## src/rtl/core/lfr_pkg.sv

```systemverilog
// Shared types and constants for the link frame receiver.
`timescale 1ns / 1ps
`default_nettype none
package lfr_pkg;

  // Line bytes
  localparam logic [7:0] FLAG_BYTE = 8'h5c;
  localparam logic [7:0] ESC_BYTE  = 8'h5d;
  localparam logic [7:0] ESC_XOR   = 8'h20;

  // Control bytes seen in headers
  localparam logic [7:0] CTL_I0   = 8'h00;
  localparam logic [7:0] CTL_I1   = 8'h02;
  localparam logic [7:0] CTL_SET  = 8'h03;
  localparam logic [7:0] CTL_UA   = 8'h07;
  localparam logic [7:0] CTL_DISC = 8'h0B;

  // Reply control bytes
  localparam logic [7:0] CTL_RR0  = 8'h01;
  localparam logic [7:0] CTL_RR1  = 8'h21;
  localparam logic [7:0] CTL_REJ0 = 8'h05;
  localparam logic [7:0] CTL_REJ1 = 8'h25;

  // Result kinds
  localparam logic [1:0] KIND_BYTE    = 2'd0;
  localparam logic [1:0] KIND_VERDICT = 2'd1;
  localparam logic [1:0] KIND_FAIL    = 2'd2;

  // Verdict codes
  localparam logic [2:0] VERD_NEW  = 3'd0;
  localparam logic [2:0] VERD_DUP  = 3'd1;
  localparam logic [2:0] VERD_BAD  = 3'd2;
  localparam logic [2:0] VERD_SET  = 3'd3;
  localparam logic [2:0] VERD_UA   = 3'd4;
  localparam logic [2:0] VERD_DISC = 3'd5;

  // Input item modes
  localparam logic MODE_BYTE = 1'b0;
  localparam logic MODE_TICK = 1'b1;

  // Configuration register indexes
  localparam logic REG_MAX_TRIES = 1'b0;
  localparam logic REG_STATION   = 1'b1;

  localparam logic [7:0] MAX_TRIES_RESET = 8'd3;
  localparam logic [7:0] STATION_RESET   = 8'd1;

  typedef struct packed {
    logic       mode;
    logic [7:0] rx_byte;
  } item_t;

  typedef struct packed {
    logic [1:0] kind;
    logic [7:0] data_byte;
    logic [2:0] verdict;
    logic       reply_valid;
    logic [7:0] reply_control;
    logic       last;
  } result_t;

  // One queue entry: the one or two results caused by one input item
  typedef struct packed {
    logic    two;
    result_t r0;
    result_t r1;
  } entry_t;

  typedef struct packed {
    logic empty;
    logic full;
  } q_status_t;

endpackage : lfr_pkg
`default_nettype wire

```

## src/rtl/core/link_frame_receiver_arq_core.sv

```systemverilog
// Top level of the link frame receiver: register port, front end, queue and back end.
`timescale 1ns / 1ps
`default_nettype none
//
//  channel   | direction | handshake              | payload
//  ----------+-----------+------------------------+-------------------------------
//  item      | in        | push / full            | mode, rx_byte
//  result    | out       | empty / pop            | kind, data_byte, verdict,
//            |           |                        | reply_valid, reply_control, last
//  registers | in/out    | psel penable pwrite    | paddr 0: max_tries, 4: station
//
//  One item is taken every cycle while the queue has room; the front end
//  finishes it in the cycle of its transfer and writes its one or two results
//  as a single queue entry at the transfer edge. The back end loads the output
//  register from the queue, no earlier than the edge after the transfer edge,
//  once that register is empty or being popped. Results leave at one per cycle
//  while pop is high, so an item with two results takes longer to leave than
//  to enter; the QUEUE_DEPTH-entry queue soaks up the difference, and full is
//  high whenever all its entries are taken, even in a cycle where one leaves.
//  Synchronous reset clears the hunt state, queue and output register and
//  sets max_tries to 3 and the station address to 1.
//
module link_frame_receiver_arq_core #(
  parameter int QUEUE_DEPTH = 4
) (
  input  wire logic              clk,
  input  wire logic              rst,
  // item side
  input  wire logic              push,
  output logic                   full,
  input  wire lfr_pkg::item_t    item,
  // result side
  output logic                   empty,
  input  wire logic              pop,
  output lfr_pkg::result_t       result,
  // register port
  input  wire logic              psel,
  input  wire logic              penable,
  input  wire logic              pwrite,
  input  wire logic [2:0]        paddr,
  input  wire logic [31:0]       pwdata,
  output logic [31:0]            prdata,
  output logic                   pready
);
  import lfr_pkg::*;

  logic       accept;
  logic [7:0] max_tries, station_address;
  logic       cfg_wr;

  logic       q_wr, q_rd;
  entry_t     q_wr_entry, q_rd_entry;
  q_status_t  q_stat;

  // Register port: zero wait states, word select on paddr bit 2
  assign pready = 1'b1;
  assign cfg_wr = psel && penable && pwrite && pready;

  always_ff @(posedge clk) begin
    if (rst) begin
      max_tries       <= MAX_TRIES_RESET;
      station_address <= STATION_RESET;
    end else if (cfg_wr) begin
      if (paddr[2] == REG_MAX_TRIES) begin
        max_tries <= pwdata[7:0];
      end else begin
        station_address <= pwdata[7:0];
      end
    end
  end

  assign prdata = (paddr[2] == REG_STATION) ? {24'd0, station_address}
                                            : {24'd0, max_tries};

  // Transfer on the item side whenever the queue has room
  assign full   = q_stat.full;
  assign accept = push && !full;

  lfr_front u_front (
    .clk             (clk),
    .rst             (rst),
    .accept          (accept),
    .item            (item),
    .max_tries       (max_tries),
    .station_address (station_address),
    .q_wr            (q_wr),
    .q_entry         (q_wr_entry)
  );

  lfr_queue #(
    .DEPTH (QUEUE_DEPTH)
  ) u_queue (
    .clk      (clk),
    .rst      (rst),
    .wr       (q_wr),
    .wr_entry (q_wr_entry),
    .rd       (q_rd),
    .rd_entry (q_rd_entry),
    .stat     (q_stat)
  );

  lfr_back u_back (
    .clk     (clk),
    .rst     (rst),
    .q_stat  (q_stat),
    .q_entry (q_rd_entry),
    .q_rd    (q_rd),
    .pop     (pop),
    .empty   (empty),
    .result  (result)
  );

endmodule : link_frame_receiver_arq_core
`default_nettype wire

```

## src/rtl/core/lfr_front.sv

```systemverilog
// Front end: header hunt, destuffing, byte hold and verdicts for each accepted item.
`timescale 1ns / 1ps
`default_nettype none
module lfr_front (
  input  wire logic          clk,
  input  wire logic          rst,
  input  wire logic          accept,
  input  wire lfr_pkg::item_t item,
  input  wire logic [7:0]    max_tries,
  input  wire logic [7:0]    station_address,
  output logic               q_wr,
  output lfr_pkg::entry_t    q_entry
);
  import lfr_pkg::*;

  typedef enum logic [2:0] {
    ST_WAIT  = 3'd0,
    ST_FLAG  = 3'd1,
    ST_ADDR  = 3'd2,
    ST_CTRL  = 3'd3,
    ST_DATA0 = 3'd4,
    ST_SUPV  = 3'd5,
    ST_DATA1 = 3'd6
  } hunt_t;

  hunt_t      hunt, hunt_next;
  logic [7:0] control_seen, control_seen_next;
  logic       esc, esc_next;
  logic [7:0] held, held_next;
  logic       held_valid, held_valid_next;
  logic [7:0] chk, chk_next;
  logic       exp_seq, exp_seq_next;
  logic [7:0] tcount, tcount_next;

  result_t    res [2];
  logic [1:0] n;
  logic [7:0] b, p0, p1, t;
  logic       p0v, p1v, closing, ns, good;

  function automatic result_t mk_result(logic [1:0] kind, logic [7:0] data,
                                        logic [2:0] verd, logic rv, logic [7:0] rc);
    result_t r;
    r.kind          = kind;
    r.data_byte     = data;
    r.verdict       = verd;
    r.reply_valid   = rv;
    r.reply_control = rc;
    r.last          = 1'b0;
    return r;
  endfunction

  always_comb begin
    hunt_next         = hunt;
    control_seen_next = control_seen;
    esc_next          = esc;
    held_next         = held;
    held_valid_next   = held_valid;
    chk_next          = chk;
    exp_seq_next      = exp_seq;
    tcount_next       = tcount;
    res[0]  = '0;
    res[1]  = '0;
    n       = 2'd0;
    b       = item.rx_byte;
    p0      = '0;
    p1      = '0;
    p0v     = 1'b0;
    p1v     = 1'b0;
    closing = 1'b0;
    ns      = 1'b0;
    good    = 1'b0;
    t       = tcount + 8'd1;

    if (item.mode == MODE_TICK) begin
      // drop any partial frame and count the tick
      hunt_next       = ST_WAIT;
      esc_next        = 1'b0;
      held_next       = '0;
      held_valid_next = 1'b0;
      chk_next        = '0;
      if (t >= max_tries) begin
        tcount_next = '0;
        res[0]      = mk_result(KIND_FAIL, 8'd0, VERD_NEW, 1'b0, 8'd0);
        n           = 2'd1;
      end else begin
        tcount_next = t;
      end
    end else begin
      case (hunt)
        ST_FLAG: begin
          if (b == station_address) begin
            hunt_next = ST_ADDR;
          end else if (b != FLAG_BYTE) begin
            hunt_next = ST_WAIT;
          end
        end
        ST_ADDR: begin
          if (b == CTL_I0 || b == CTL_I1 || b == CTL_SET || b == CTL_UA || b == CTL_DISC) begin
            control_seen_next = b;
            hunt_next         = ST_CTRL;
          end else begin
            hunt_next = (b == FLAG_BYTE) ? ST_FLAG : ST_WAIT;
          end
        end
        ST_CTRL: begin
          if (b == (station_address ^ control_seen)) begin
            esc_next        = 1'b0;
            held_next       = '0;
            held_valid_next = 1'b0;
            chk_next        = '0;
            hunt_next = (control_seen == CTL_I0 || control_seen == CTL_I1) ? ST_DATA0 : ST_SUPV;
          end else begin
            hunt_next = (b == FLAG_BYTE) ? ST_FLAG : ST_WAIT;
          end
        end
        ST_DATA0, ST_DATA1: begin
          if (b == FLAG_BYTE) begin
            closing = 1'b1;
            if (esc) begin
              // a dangling escape goes out as a literal
              esc_next = 1'b0;
              p0v      = 1'b1;
              p0       = ESC_BYTE;
            end
          end else if (esc) begin
            esc_next = 1'b0;
            if (b == (FLAG_BYTE ^ ESC_XOR)) begin
              p0v = 1'b1;
              p0  = FLAG_BYTE;
            end else if (b == (ESC_BYTE ^ ESC_XOR)) begin
              p0v = 1'b1;
              p0  = ESC_BYTE;
            end else begin
              // unknown pair: pass the escape through, then the byte unless it opens a new escape
              p0v = 1'b1;
              p0  = ESC_BYTE;
              if (b == ESC_BYTE) begin
                esc_next = 1'b1;
              end else begin
                p1v = 1'b1;
                p1  = b;
              end
            end
          end else if (b == ESC_BYTE) begin
            esc_next = 1'b1;
          end else begin
            p0v = 1'b1;
            p0  = b;
          end
        end
        ST_SUPV: begin
          if (b == FLAG_BYTE) begin
            if (control_seen == CTL_SET) begin
              res[0] = mk_result(KIND_VERDICT, 8'd0, VERD_SET, 1'b1, CTL_UA);
            end else if (control_seen == CTL_UA) begin
              res[0] = mk_result(KIND_VERDICT, 8'd0, VERD_UA, 1'b0, 8'd0);
            end else begin
              res[0] = mk_result(KIND_VERDICT, 8'd0, VERD_DISC, 1'b0, 8'd0);
            end
            n           = 2'd1;
            tcount_next = '0;
          end
          hunt_next = ST_WAIT;
        end
        default: begin
          hunt_next = (b == FLAG_BYTE) ? ST_FLAG : ST_WAIT;
        end
      endcase

      // release the held byte ahead of each new one
      if (p0v) begin
        if (held_valid_next) begin
          res[n[0]] = mk_result(KIND_BYTE, held_next, VERD_NEW, 1'b0, 8'd0);
          n         = n + 2'd1;
          chk_next  = chk_next ^ held_next;
          hunt_next = ST_DATA1;
        end
        held_next       = p0;
        held_valid_next = 1'b1;
      end
      if (p1v) begin
        if (held_valid_next) begin
          res[n[0]] = mk_result(KIND_BYTE, held_next, VERD_NEW, 1'b0, 8'd0);
          n         = n + 2'd1;
          chk_next  = chk_next ^ held_next;
          hunt_next = ST_DATA1;
        end
        held_next       = p1;
        held_valid_next = 1'b1;
      end

      if (closing) begin
        ns   = (control_seen == CTL_I1);
        good = (hunt_next == ST_DATA1) && held_valid_next && (held_next == chk_next);
        if (ns != exp_seq) begin
          res[n[0]] = mk_result(KIND_VERDICT, 8'd0, VERD_DUP, 1'b1,
                                exp_seq ? CTL_RR1 : CTL_RR0);
        end else if (good) begin
          res[n[0]]    = mk_result(KIND_VERDICT, 8'd0, VERD_NEW, 1'b1,
                                   ns ? CTL_RR0 : CTL_RR1);
          exp_seq_next = ~exp_seq;
          tcount_next  = '0;
        end else begin
          res[n[0]] = mk_result(KIND_VERDICT, 8'd0, VERD_BAD, 1'b1,
                                ns ? CTL_REJ1 : CTL_REJ0);
        end
        n               = n + 2'd1;
        hunt_next       = ST_WAIT;
        esc_next        = 1'b0;
        held_next       = '0;
        held_valid_next = 1'b0;
        chk_next        = '0;
      end
    end

    if (n == 2'd2) begin
      res[1].last = 1'b1;
    end else if (n == 2'd1) begin
      res[0].last = 1'b1;
    end
  end

  assign q_wr       = accept && (n != 2'd0);
  assign q_entry.two = n[1];
  assign q_entry.r0  = res[0];
  assign q_entry.r1  = res[1];

  always_ff @(posedge clk) begin
    if (rst) begin
      hunt         <= ST_WAIT;
      control_seen <= '0;
      esc          <= 1'b0;
      held         <= '0;
      held_valid   <= 1'b0;
      chk          <= '0;
      exp_seq      <= 1'b0;
      tcount       <= '0;
    end else if (accept) begin
      hunt         <= hunt_next;
      control_seen <= control_seen_next;
      esc          <= esc_next;
      held         <= held_next;
      held_valid   <= held_valid_next;
      chk          <= chk_next;
      exp_seq      <= exp_seq_next;
      tcount       <= tcount_next;
    end
  end

endmodule : lfr_front
`default_nettype wire

```

## src/rtl/core/lfr_queue.sv

```systemverilog
// Short queue of result entries between front and back.
`timescale 1ns / 1ps
`default_nettype none
module lfr_queue #(
  parameter int DEPTH = 4
) (
  input  wire logic           clk,
  input  wire logic           rst,
  input  wire logic           wr,
  input  wire lfr_pkg::entry_t wr_entry,
  input  wire logic           rd,
  output lfr_pkg::entry_t     rd_entry,
  output lfr_pkg::q_status_t  stat
);
  import lfr_pkg::*;

  localparam int PW = (DEPTH > 1) ? $clog2(DEPTH) : 1;
  localparam int CW = $clog2(DEPTH + 1);
  localparam logic [PW-1:0] LAST_PTR  = PW'(DEPTH - 1);
  localparam logic [CW-1:0] DEPTH_CNT = CW'(DEPTH);

  entry_t        slots [DEPTH];
  logic [PW-1:0] wptr, rptr;
  logic [CW-1:0] count;

  assign stat.empty = (count == '0);
  assign stat.full  = (count == DEPTH_CNT);
  assign rd_entry   = slots[rptr];

  always_ff @(posedge clk) begin
    if (wr) begin
      slots[wptr] <= wr_entry;
    end
  end

  always_ff @(posedge clk) begin
    if (rst) begin
      wptr  <= '0;
      rptr  <= '0;
      count <= '0;
    end else begin
      if (wr) begin
        wptr <= (wptr == LAST_PTR) ? '0 : wptr + PW'(1);
      end
      if (rd) begin
        rptr <= (rptr == LAST_PTR) ? '0 : rptr + PW'(1);
      end
      if (wr && !rd) begin
        count <= count + CW'(1);
      end else if (rd && !wr) begin
        count <= count - CW'(1);
      end
    end
  end

  a_no_overflow: assert property (@(posedge clk) disable iff (rst) wr |-> !stat.full || rd)
    else $error("queue written while full");
  a_no_underflow: assert property (@(posedge clk) disable iff (rst) rd |-> !stat.empty)
    else $error("queue read while empty");
  a_count_bound: assert property (@(posedge clk) disable iff (rst) count <= DEPTH_CNT)
    else $error("queue count beyond depth");

endmodule : lfr_queue
`default_nettype wire

```

## src/rtl/core/lfr_back.sv

```systemverilog
// Back end: splits queue entries into single results and holds the one on show.
`timescale 1ns / 1ps
`default_nettype none
module lfr_back (
  input  wire logic           clk,
  input  wire logic           rst,
  input  wire lfr_pkg::q_status_t q_stat,
  input  wire lfr_pkg::entry_t q_entry,
  output logic                q_rd,
  input  wire logic           pop,
  output logic                empty,
  output lfr_pkg::result_t    result
);
  import lfr_pkg::*;

  logic    out_valid, pend_valid;
  result_t pend;
  logic    advance;

  assign empty   = !out_valid;
  assign advance = !out_valid || pop;
  assign q_rd    = advance && !pend_valid && !q_stat.empty;

  always_ff @(posedge clk) begin
    if (rst) begin
      out_valid  <= 1'b0;
      pend_valid <= 1'b0;
    end else if (advance) begin
      if (pend_valid) begin
        out_valid  <= 1'b1;
        pend_valid <= 1'b0;
      end else if (!q_stat.empty) begin
        out_valid  <= 1'b1;
        pend_valid <= q_entry.two;
      end else begin
        out_valid <= 1'b0;
      end
    end
  end

  // payload registers: hold unless advancing
  always_ff @(posedge clk) begin
    if (advance) begin
      if (pend_valid) begin
        result <= pend;
      end else if (!q_stat.empty) begin
        result <= q_entry.r0;
        pend   <= q_entry.r1;
      end
    end
  end

endmodule : lfr_back
`default_nettype wire

```

## config.mk

```make
export PLATFORM = sky130hd
export DESIGN_NAME = link_frame_receiver_arq_core
export DESIGN_NICKNAME = d
export VERILOG_FILES = /design/src/rtl/core/lfr_pkg.sv /design/src/rtl/core/link_frame_receiver_arq_core.sv /design/src/rtl/core/lfr_front.sv /design/src/rtl/core/lfr_queue.sv /design/src/rtl/core/lfr_back.sv
export SDC_FILE = /design/constraint.sdc
export NUM_CORES = 1
export LEC_CHECK = 0
export BUFFER_PORTS_ARGS = -buffer_cell sky130_fd_sc_hd__buf_2
export CAP_MARGIN = 0
export CELL_PAD_IN_SITES_DETAIL_PLACEMENT = 0
export CELL_PAD_IN_SITES_GLOBAL_PLACEMENT = 1
export CORE_MARGIN = 10
export CORE_UTILIZATION = 50
export CTS_BUF_LIST = sky130_fd_sc_hd__clkbuf_4 sky130_fd_sc_hd__clkbuf_8
export CTS_CLUSTER_SIZE = 40
export DETAILED_ROUTE_END_ITERATION = 8
export PLACE_DENSITY = 0.83
export SETUP_SLACK_MARGIN = 0.15
export SYNTH_ARGS = -nofsm -noshare
export SYNTH_HDL_FRONTEND = slang
export SYNTH_HIERARCHICAL = 1
export SYNTH_SLANG_ARGS = --single-unit
```

## constraint.sdc

```tcl
create_clock -name clk -period 5.88 [get_ports clk]
set_clock_uncertainty 0.2 [all_clocks]
set_input_delay 0.588 -clock clk [delete_from_list [all_inputs] [get_ports clk]]
set_output_delay 0.588 -clock clk [all_outputs]
set_load 0.05 [all_outputs]
```

* Word level (Yosys, flattened, before mapping) *
Memories as Yosys holds them, arrays and structs flattened. A register that Yosys moved wholly into a read port is not among the register bits.
Cells that the tools add are included.

word-level totals
  bits of input ports = 51
  output and inout bits = 58
  flip-flop bits (word level) = 109
  RAM bits = 188
  word-level logic and storage cells = 270
  memories = 1

memories
  memory         words  width  rd ports  clocked after memory_dff  write ports  RTL line         RTL
  u_queue.slots  4      47     1         1                         1            lfr_queue.sv:22  entry_t slots [DEPTH];

cells by class
  bitwise operators = 12
  muxes and demuxes = 146
  add/sub/neg operators = 8
  equal/unequal tests = 30
  order comparisons = 7
  reduce and logical (&&, ||, !) cells = 39

operators by type and width
  kind                 number
  $mux 46              9
  $mux 8               37
  $mux 23              12
  $bwmux 46            5
  $demux 23 s1         3
  $mux 1               46
  $mux 3               13
  $eq 8x2->1 const B   4
  $eq 8x7->1 const B   4
  $mux 2               14
  $eq 8x8->1           3
  $xor 8x8->8          3
  $mux 6               3
  $eq 8x3->1 const B   2
  $logic_not 8->1      2
  $eq 3x3->1 const B   5
  $pmux 3 s5           1
  $logic_and 1x1->1    13
  $mux 11              1
  $add 2x1->2 const B  5
  $add 8x1->8 const B  1
  $eq 8x4->1 const B   1
  $ge 8x8->1           1
  $ne 8x7->1 const B   1
  other kinds (25)     53

* Logic depth before layout (Yosys ltp) *
Gate-level depths: netlist (run 1).

  depth in word-level cells = 24
  mapped depth = 18

* Cells and area by module *
The synthesis (run 1) kept the hierarchy.

modules (own cells, without submodules)
  module                        area each (sq um)  sequential area each (sq um)  cells each  instances
  lfr_queue                     7,247.0            5,825.6                       289         1
  lfr_front                     3,452.1            760.7                         445         1
  lfr_back                      1,769.2            1,421.4                       85          1
  link_frame_receiver_arq_core  999.7              320.3                         102         1

* Worst setup path before layout (run 1) *
No wires, ideal clock.

  kind = input-to-reg
  start point = in item[1] (netlist bit)
  end point = mem u_queue/slots[0][0] (netlist bit), enable pin
  path slack = 601 ps
  cell stages on the path = 13
  arrival = 4,670 ps
  setup time = 409 ps
  required time = 5,271 ps
  cell sequence = buf_4 > nand4b_2 > nor4_1 > nand4b_1 > inv_1 > ha_1 > a21oi_1 > a21o_1 > nor2_1 > xor2_1 > or2_2 > a21oi_1 > and2_1

between the ends
  longest elaborated chain between the ends = 19
  elaborated cells between the ends (all ways) = 42
  classes of those cells = 3 x add/sub; 5 x eq/ne; 32 x mux; 2 x reduce/logical

RTL lines
  what                                          RTL line                            RTL
  start, declared                               link_frame_receiver_arq_core.sv:31  input wire lfr_pkg::item_t item,
  $eq 8x7->1 (on tied branches)                 n/a
  $mux 1 (on tied branches)                     n/a
  $mux 2 / $mux 1 (equally long branches)       lfr_front.sv:89, lfr_front.sv:125
  $mux 2 / $mux 1 (equally long branches)       lfr_front.sv:74, lfr_front.sv:117
  $add 2x1->2 / $mux 1 (equally long branches)  lfr_front.sv:174, lfr_front.sv:89
  $mux 2 / $mux 1 (equally long branches)       lfr_front.sv:172, lfr_front.sv:74
  $mux 2                                        lfr_front.sv:171                    if (p0v) begin
  $mux 2                                        lfr_front.sv:74                     if (item.mode == MODE_TICK) begin
  [... 4 more ...]                              n/a
  $add 2x1->2                                   lfr_front.sv:207                    n = n + 2'd1;
  $mux 2 *                                      lfr_front.sv:192                    if (closing) begin
  $mux 2 *                                      lfr_front.sv:74
  $reduce_bool 2->1 *                           lfr_front.sv:223                    assign q_wr = accept && (n != 2'd0);
  $logic_and 1x1->1 *                           lfr_front.sv:223
  net q_wr                                      link_frame_receiver_arq_core.sv:51  logic q_wr, q_rd;
  $mux 1 *                                      lfr_queue.sv:31                     if (wr) begin
  $mux 1 (not written as such) *                lfr_queue.sv:32                     slots[wptr] <= wr_entry;
  end, declared                                 lfr_queue.sv:22

The timed path passes the listed nets; every way through them passes the cells marked *. The select of a mux whose other input is x is not followed.

* Final worst setup path (run 1) *
  start point = in item[1] (netlist bit)
  end point = reg u_queue.count[2]

between the ends
  longest elaborated chain between the ends = 20
  elaborated cells between the ends (all ways) = 45
  classes of those cells = 3 x add/sub; 5 x eq/ne; 31 x mux; 6 x reduce/logical

RTL lines
  what                                          RTL line                            RTL
  $eq 8x7->1 (on tied branches)                 n/a
  $mux 1 (on tied branches)                     n/a
  $mux 2 / $mux 1 (equally long branches)       lfr_front.sv:89, lfr_front.sv:125
  $mux 2 / $mux 1 (equally long branches)       lfr_front.sv:74, lfr_front.sv:117
  $add 2x1->2 / $mux 1 (equally long branches)  lfr_front.sv:174, lfr_front.sv:89
  $mux 2 / $mux 1 (equally long branches)       lfr_front.sv:172, lfr_front.sv:74
  $mux 2                                        lfr_front.sv:171
  $mux 2                                        lfr_front.sv:74
  [... 5 more ...]                              n/a
  $mux 2 *                                      lfr_front.sv:192
  $mux 2 *                                      lfr_front.sv:74
  $reduce_bool 2->1 *                           lfr_front.sv:223
  $logic_and 1x1->1 *                           lfr_front.sv:223
  net q_wr                                      link_frame_receiver_arq_core.sv:51
  $logic_not 1->1                               lfr_queue.sv:50                     end else if (rd && !wr) begin
  $logic_and 1x1->1                             lfr_queue.sv:50
  $reduce_bool 2->1 (no source line)            n/a
  end signal, assigned                          lfr_queue.sv:49                     count <= count + CW'(1);
  end signal, assigned                          lfr_queue.sv:51                     count <= count - CW'(1);
  end, declared                                 lfr_queue.sv:24                     logic [CW-1:0] count;

Marked as above.
A chain may end at the register's enable or synchronous reset.

==> impl_results.md, run 1 <==
* Gp weighted congestion at 0.849
* IO buf count at 57
* Final setup fails at 0
* CP Capture Type: flop
* Largest cells by area after synthesis: edfxtp_1 52%, dfxtp_1 9.7%, mux4_2 7.9%
* YS warnings at 6
* Drt first-iter violations at about 600
* Req. time, crit path at between 6 and 7 ns
* Hold Path Class: in2reg
* Synth top cells by count: 234 x edfxtp_1, 65 x dfxtp_1, 63 x nor2_1, 48 x nand2_1
* IO Pins at approximately 110
* R2R Path Start: u_front/hunt[0]
* Resize count post-CTS at 0
* CP startpoint kind: primary input
* Avg WL per Cell at 19.4 um
* Die height at about 180 um
* Synth Instances at about 920
* Status: finished, final reports clean
* Worst reg-to-reg setup slack at ~1.4 ns
* Num CTS Buffers at between 40 and 50
* Clock latency on the worst-skew pair at about 0.57 ns
* Post-synth top area cell: edfxtp_1
* CP startpoint: item[1]
* Antenna-violating nets left at 0
* GR Util All Layers at between 10% and 20%
* Vias in the first global route at between 7000 and 8000
* Largest net degree at the start of global routing at 66
* Full die area at approximately 34000 um2
* LEAKAGE at around 5.4 nW
* Cell area after synthesis at 13500 um2
* HPWL after detailed placement at between 15000 and 20000 um
* Clock sink count at between 200 and 300
* R2R depth at 17
* Maxcap violations at 0
* #FFs+latches synth at 299
* RSZ-0062 raised after global routing: no
* Post-synth EDFFs at between 200 and 250
* Share of the yosys chip area belonging to registers at about three fifths
* Layout area overhead at 10.2%
* Worst EP arrival at a little under 5 ns
* Power per standard cell area at roughly 390 nW/um2
* Worst hold margin at about 0.098 ns
* Fraction of layout cells with a size suffix above 1 at roughly a quarter
* Pre-CTS WS at between 0.7 and 0.8 ns
* Yosys cell types at 72
* Setup TNS at 0 ns
* Peak VDD IR at ~0.23 mV
* Final WL at approximately 27000 um
* Die extent in x at ~180 um
* Crit path max fanout at 9
* Asr flop ratio synth at 0%
* H-tree depth at 2
* Critical path type: in2reg
* Layout Nets at ~1100
* Reg-to-reg endpoint: u_queue/count[2]
* Highest Clock Rate at 0.217 GHz
* Final hold vios at 0
* Root buffer cell: clkbuf_8
* Most common cell in the netlist: edfxtp_1
* Ys flop type: edfxtp_1
* TritonCTS clock tree: yes
* Final period utilization at approximately four fifths
* Setup ws final at approximately 1.3 ns
* Crit path to: u_queue/count[2]
* Slew Limit Fails at 0
* Core area at roughly 27000 um2
* Clock transition at path regs at roughly 0.070 ns
* Cell row count at 60
* Postcts setup bufs at 0
* Slew HR at ~33%
* Antenna violations before repair at 0
* Ant. Diodes at 0
* Top cell type's share of synthesized area at between 50% and 60%
* Starting Density at 50.4%
* First-pass GRT wire length at roughly 42000 um
* Drt pass-1 iters at 6
* Synthesized area per cell at approximately 15 um2
* Clock Path Buffers at 3
* DR vias/cell at ~5.5
* Minimum clock period at about 4.6 ns
* Slew @ Worst Pin at between 1 and 1.5 ns
* Overall via count from detail_route at about 7600
* GR Overflow Total at 0
* Post-CTS Hold Fix Bufs at 0
* Post-route DRC at 0
[through the flow]
step / util, % / instance area, um2 / cells / total power [W]
global route: 55.5 / 14800 / 1371 / 0.00610
CTS: 55.5 / 14800 / 1371 / 0.00591
global placement: 51.9 / 13900 / 1286 / 0.00412
finish: 55.5 / 14800 / 1371 / 0.00583
floorplan: - / 13600 / 957 / 0.00386
detailed placement: 51.9 / 13900 / 1286 / 0.00414
[placed cells by master, fill, tap and decap left out, types with 4 or more instances in the layout]
cell	netlist	routed
nand3_1	9	9
nor4_1	5	5
xnor2_1	14	14
or2_2	5	5
mux2_2	32	32
nor2b_1	5	5
a21o_1	7	7
buf_4	47	14
nor2_1	63	63
a31oi_1	10	10
inv_1	25	25
nand4_1	4	4
xor2_1	8	8
conb_1	3	39
clkinv_1	1	12
and2_2	0	4
nand4b_1	6	6
or3_1	7	7
nand2_1	48	48
clkbuf_8	0	51
xnor3_1	10	10
a22o_1	4	4
mux4_2	47	47
clkbuf_4	0	10
and2_1	9	5
nor3_1	19	18
mux2i_1	27	27
a22oi_1	6	6
a21oi_1	40	39
edfxtp_1	234	234
o21ai_0	20	20
buf_2	12	57
dfxtp_1	65	63
clkinv_2	0	7
ha_1	18	18
nand2b_1	29	29
[how the worst min path moves through the flow]
stage	start	endpoint	slack, ns	depth (start not counted)
final	pwdata[1]	station_address[1]	0.1	3
after global routing	pwdata[1]	station_address[1]	0.1	3
after CTS	pwdata[1]	station_address[1]	0.07	3
after detailed placement	u_queue/count[2]	u_queue/count[2]	0.29	2
after global placement	u_front/tcount[7]	u_front/tcount[7]	0.28	1
after floorplan	u_front/control_seen[6]	u_front/control_seen[6]	0.25	1
[state kept, by name (all words and copies together), names as in the netlist, named ones only]
register,count
u_front/held,8
station_address,8
u_back/out_valid,1
u_queue/slots,188
u_back/result,23
u_queue/count,3
u_queue/rptr,2
u_front/hunt,3
u_back/pend_valid,1
u_front/chk,8
u_front/held_valid,1
u_front/control_seen,8
u_queue/wptr,2
u_front/exp_seq,1
u_front/esc,1
u_front/tcount,8
max_tries,8
u_back/pend,23
[layer usage]
| layer | routed length, um | GRT usage [%] |
|---|---|---|
| met1 | 11800 | 20.6 |
| met2 | 12800 | 25.8 |
| met3 | 1660 | 3.52 |
| met4 | 347 | 4.59 |
| met5 | 0 | 0 |
[kinds of logic after synthesis]
group                      synth area share (%)
adders and majority gates                  1.97
other                                    0.0836
and+or+nand+nor                            9.56
xor gates and xnor gates                   3.46
AOI/OAI and AO/OA                          5.26
muxes                                      12.5
buffers and inverters                      5.30
DFF                                        61.8
[power by group]
part	switching [W]	total [W]	internal, W
clock	0.000799	0.00176	0.000960
combinational	0.000812	0.00131	0.000494
sequential	0.000168	0.00276	0.00259
total	0.00178	0.00583	0.00405
[cell type report]
class | instances | area (um2)
clock inverter | 24 | 175
tap | 341 | 427
timing repair buffer | 74 | 450
clock buffer | 61 | 777
multi-input combinational | 546 | 4580
sequential | 299 | 8330
fill | 2192 | 11900
inverter | 26 | 97.6
[worst max-delay path, stage by stage]
cell and delay (ns):
buf_2 0.18, nand4b_2 0.33, nor4_1 0.57, nand4b_1 0.28
inv_1 0.25, ha_1 0.27, a21oi_1 0.12, buf_4 0.16
a21o_1 0.16, nor2_1 0.07, xor2_1 0.16, or2_2 0.30
a21oi_1 0.19, ha_1 0.23, inv_1 0.06, fa_1 0.37
xor2_1 0.16, or3_1 0.31, a21oi_1 0.14
Power figures use the tool's default switching activity.
==> inputs of run 2 (changes only) <==
clock period = 4.56 ns   (was 5.88 ns; I/O delays follow)
==> impl_results.md, run 2 (synthesis results as in run 1) <==
* Hold Path End: u_queue/count[0]
* RSZ-0062 raised after global routing: no
* Overall via count from detail_route at 7676 (+1.6%)
* Clock sink count at 299 (unchanged)
* DR vias/cell at 5.47 (-0.72%)
* R2R Path Start: u_front/control_seen[5]
* Crit path max fanout at 3 (-6)
* Power per standard cell area at 495 nW/um2 (+26%)
* R2R depth at 17 (unchanged)
* Setup TNS at 0 ns (unchanged)
* GR Util All Layers at 15.8% (about the same)
* IO Pins at 109 (unchanged)
* Post-route DRC at 0 (unchanged)
* Reg-to-reg endpoint: u_queue/count[2]
* Req. time, crit path at 4.85 ns (-1.32 ns)
* CP Capture Type: flop
* Root buffer cell: clkbuf_8
* Maxcap violations at 0 (unchanged)
* Multi-input combinational cell area at 4630 um2 (+1.3%)
* Starting Density at 50.4% (unchanged)
* Final hold vios at 0 (unchanged)
* Drt pass-1 iters at 5 (-1)
* Die extent in x at 184 um (unchanged)
* Status: finished, final reports clean
* Hold Path Class: in2reg
* Core area at 26700 um2 (unchanged)
* Cell row count at 60 (unchanged)
* Layout area overhead at 12.4%
* Antenna-violating nets left at 0 (unchanged)
* TritonCTS clock tree: yes
* Slew HR at 26.9% (-5.8 points)
* Fill count at 2154 (-1.7%)
* Hold Crit Start: rst
* Ant. Diodes at 0 (unchanged)
* Largest Register: u_queue/slots
* Vias in the first global route at 7910 (+1.0%)
* Critical path type: reg2reg
* Drt first-iter violations at 527 (-12%)
* Commonest non-fill, non-tap cell in the layout: edfxtp_1
* GR Overflow Total at 0 (unchanged)
* Clock transition at path regs at 0.06 ns (about the same)
* HPWL after detailed placement at 17500 um (+3.0%)
* Final WL at 26500 um (-0.24%)
* Reg area at 8330 um2 (unchanged)
* Clock latency on the worst-skew pair at 0.56 ns (about the same)
* Final setup fails at 0 (unchanged)
* Most frequent cells in the layout: 234 x edfxtp_1, 63 x dfxtp_1, 61 x nor2_1
* Gp weighted congestion at 0.871 (+2.6%)
* Highest Clock Rate at ~0.24 GHz
* Setup ws final at 0.389 ns (-0.876 ns)
* Post-layout util at 56.7% (+1.1 points)
* Slew Limit Fails at 0 (unchanged)
* Clock Path Buffers at 3 (unchanged)
* Minimum clock period at about 4.2 ns
* H-tree depth at 2 (unchanged)
* Top Registers: u_queue/slots x188, u_back/pend x23, u_back/result x23
* Largest net degree at the start of global routing at 52 (-21%)
* Hold Path Cell Cnt at 2 (-1)
* Worst reg-to-reg setup slack at 0.39 ns (-0.99 ns)
* Avg WL per Cell at 18.9 um (-2.5%)
* Slew @ Worst Pin at 1.09 ns (+0.0816 ns)
* Full die area at 33900 um2 (unchanged)
* Final period utilization at 91.5%
* Die height at 184 um (unchanged)
* Pre-CTS WS at 0.209 ns (-0.527 ns)
* CP startpoint kind: flop
* Layout Nets at 1098 (+3.0%)
* Num CTS Buffers at 49 (+2.1%)
* Max reg flops at 188 (unchanged)
* Worst EP arrival at 4.46 ns (-0.44 ns)
* Peak VDD IR at 0.306 mV (+30%)
* LEAKAGE at 5.54 nW (+2.9%)
* IO buf count at 57 (unchanged)
* First-pass GRT wire length at 42500 um (+0.15%)
* Fraction of layout cells with a size suffix above 1 at 26.8% (+2.3 points)
* Antenna violations before repair at 0 (unchanged)
## run 2: layout make-up
class                           count  area share, %
Timing Repair Buffer              105           4.66
Inverter                           26          0.645
Multi-Input combinational cell    546           30.6
Clock inverter                     16          0.752
Tap cell                          341           2.82
Sequential cell                   299           55.0
Clock buffer                       70           5.49
## run 2: report_power, final
group          leakage, nW  internal (W)  switching, W
clock                0.504       0.00124       0.00101
sequential            2.75       0.00334      0.000233
combinational         2.28      0.000657       0.00102
## run 2: worst max path at each step
stage,startpoint,to,slack (ns),depth (start not counted)
2_1_floorplan,item[3],u_queue/count[2],0.18,18
3_3_place_gp,item[3],u_queue/count[2],0.22,18
3_5_place_dp,item[3],u_queue/count[2],0.21,18
4_1_cts,u_front/control_seen[3],u_queue/count[2],0.36,17
5_1_grt,u_front/control_seen[4],u_queue/count[2],0.15,17
6_report,u_front/control_seen[5],u_queue/count[2],0.39,17
## run 2: layer usage
| metal | global-route usage [%] | vias to the layer above | wire (um) | part of all wire (%) |
|---|---|---|---|---|
| met4 | 4.75 | 0 | 391 | 1.5 |
| met3 | 3.19 | 34 | 1390 | 5.2 |
| li1 | - | 3619 | - | - |
| met2 | 26.0 | 204 | 12900 | 49 |
| met5 | 0 | - | 0 | 0 |
| met1 | 20.6 | 3819 | 11800 | 45 |
## run 2: stage by stage
stage	area, um2	power (W)	hold slack, ns	std cells
6_report	15100	0.00750	0.0645	1403
5_1_grt	15100	0.00783	0.0653	1403
4_1_cts	15100	0.00760	0.0319	1403
3_5_place_dp	14100	0.00532	0.282	1308
3_3_place_gp	14100	0.00531	0.277	1308
2_1_floorplan	13700	0.00499	0.255	957
## run 2: repair_timing
item / CTS / global route
resized for setup: 0 / 1
setup endpoints to repair: 0 / 1
buffers inserted: 0 / 0
hold buffers: 9 / 0
hold endpoints to repair: 18 / 0
## run 2: critical path, stage by stage (launching register included)
cell and delay (ns):
dfxtp_1 0.33, xnor3_1 0.42, nand4_4 0.14, nor4_4 0.31, nor2_2 0.11, fa_1 0.45, nor2_1 0.11, a21o_1 0.14
inv_1 0.08, ha_1 0.29, a21oi_1 0.11, a21oi_4 0.23, ha_4 0.16, inv_1 0.05, fa_1 0.37, xor2_1 0.15
or3_1 0.30, a21oi_1 0.14
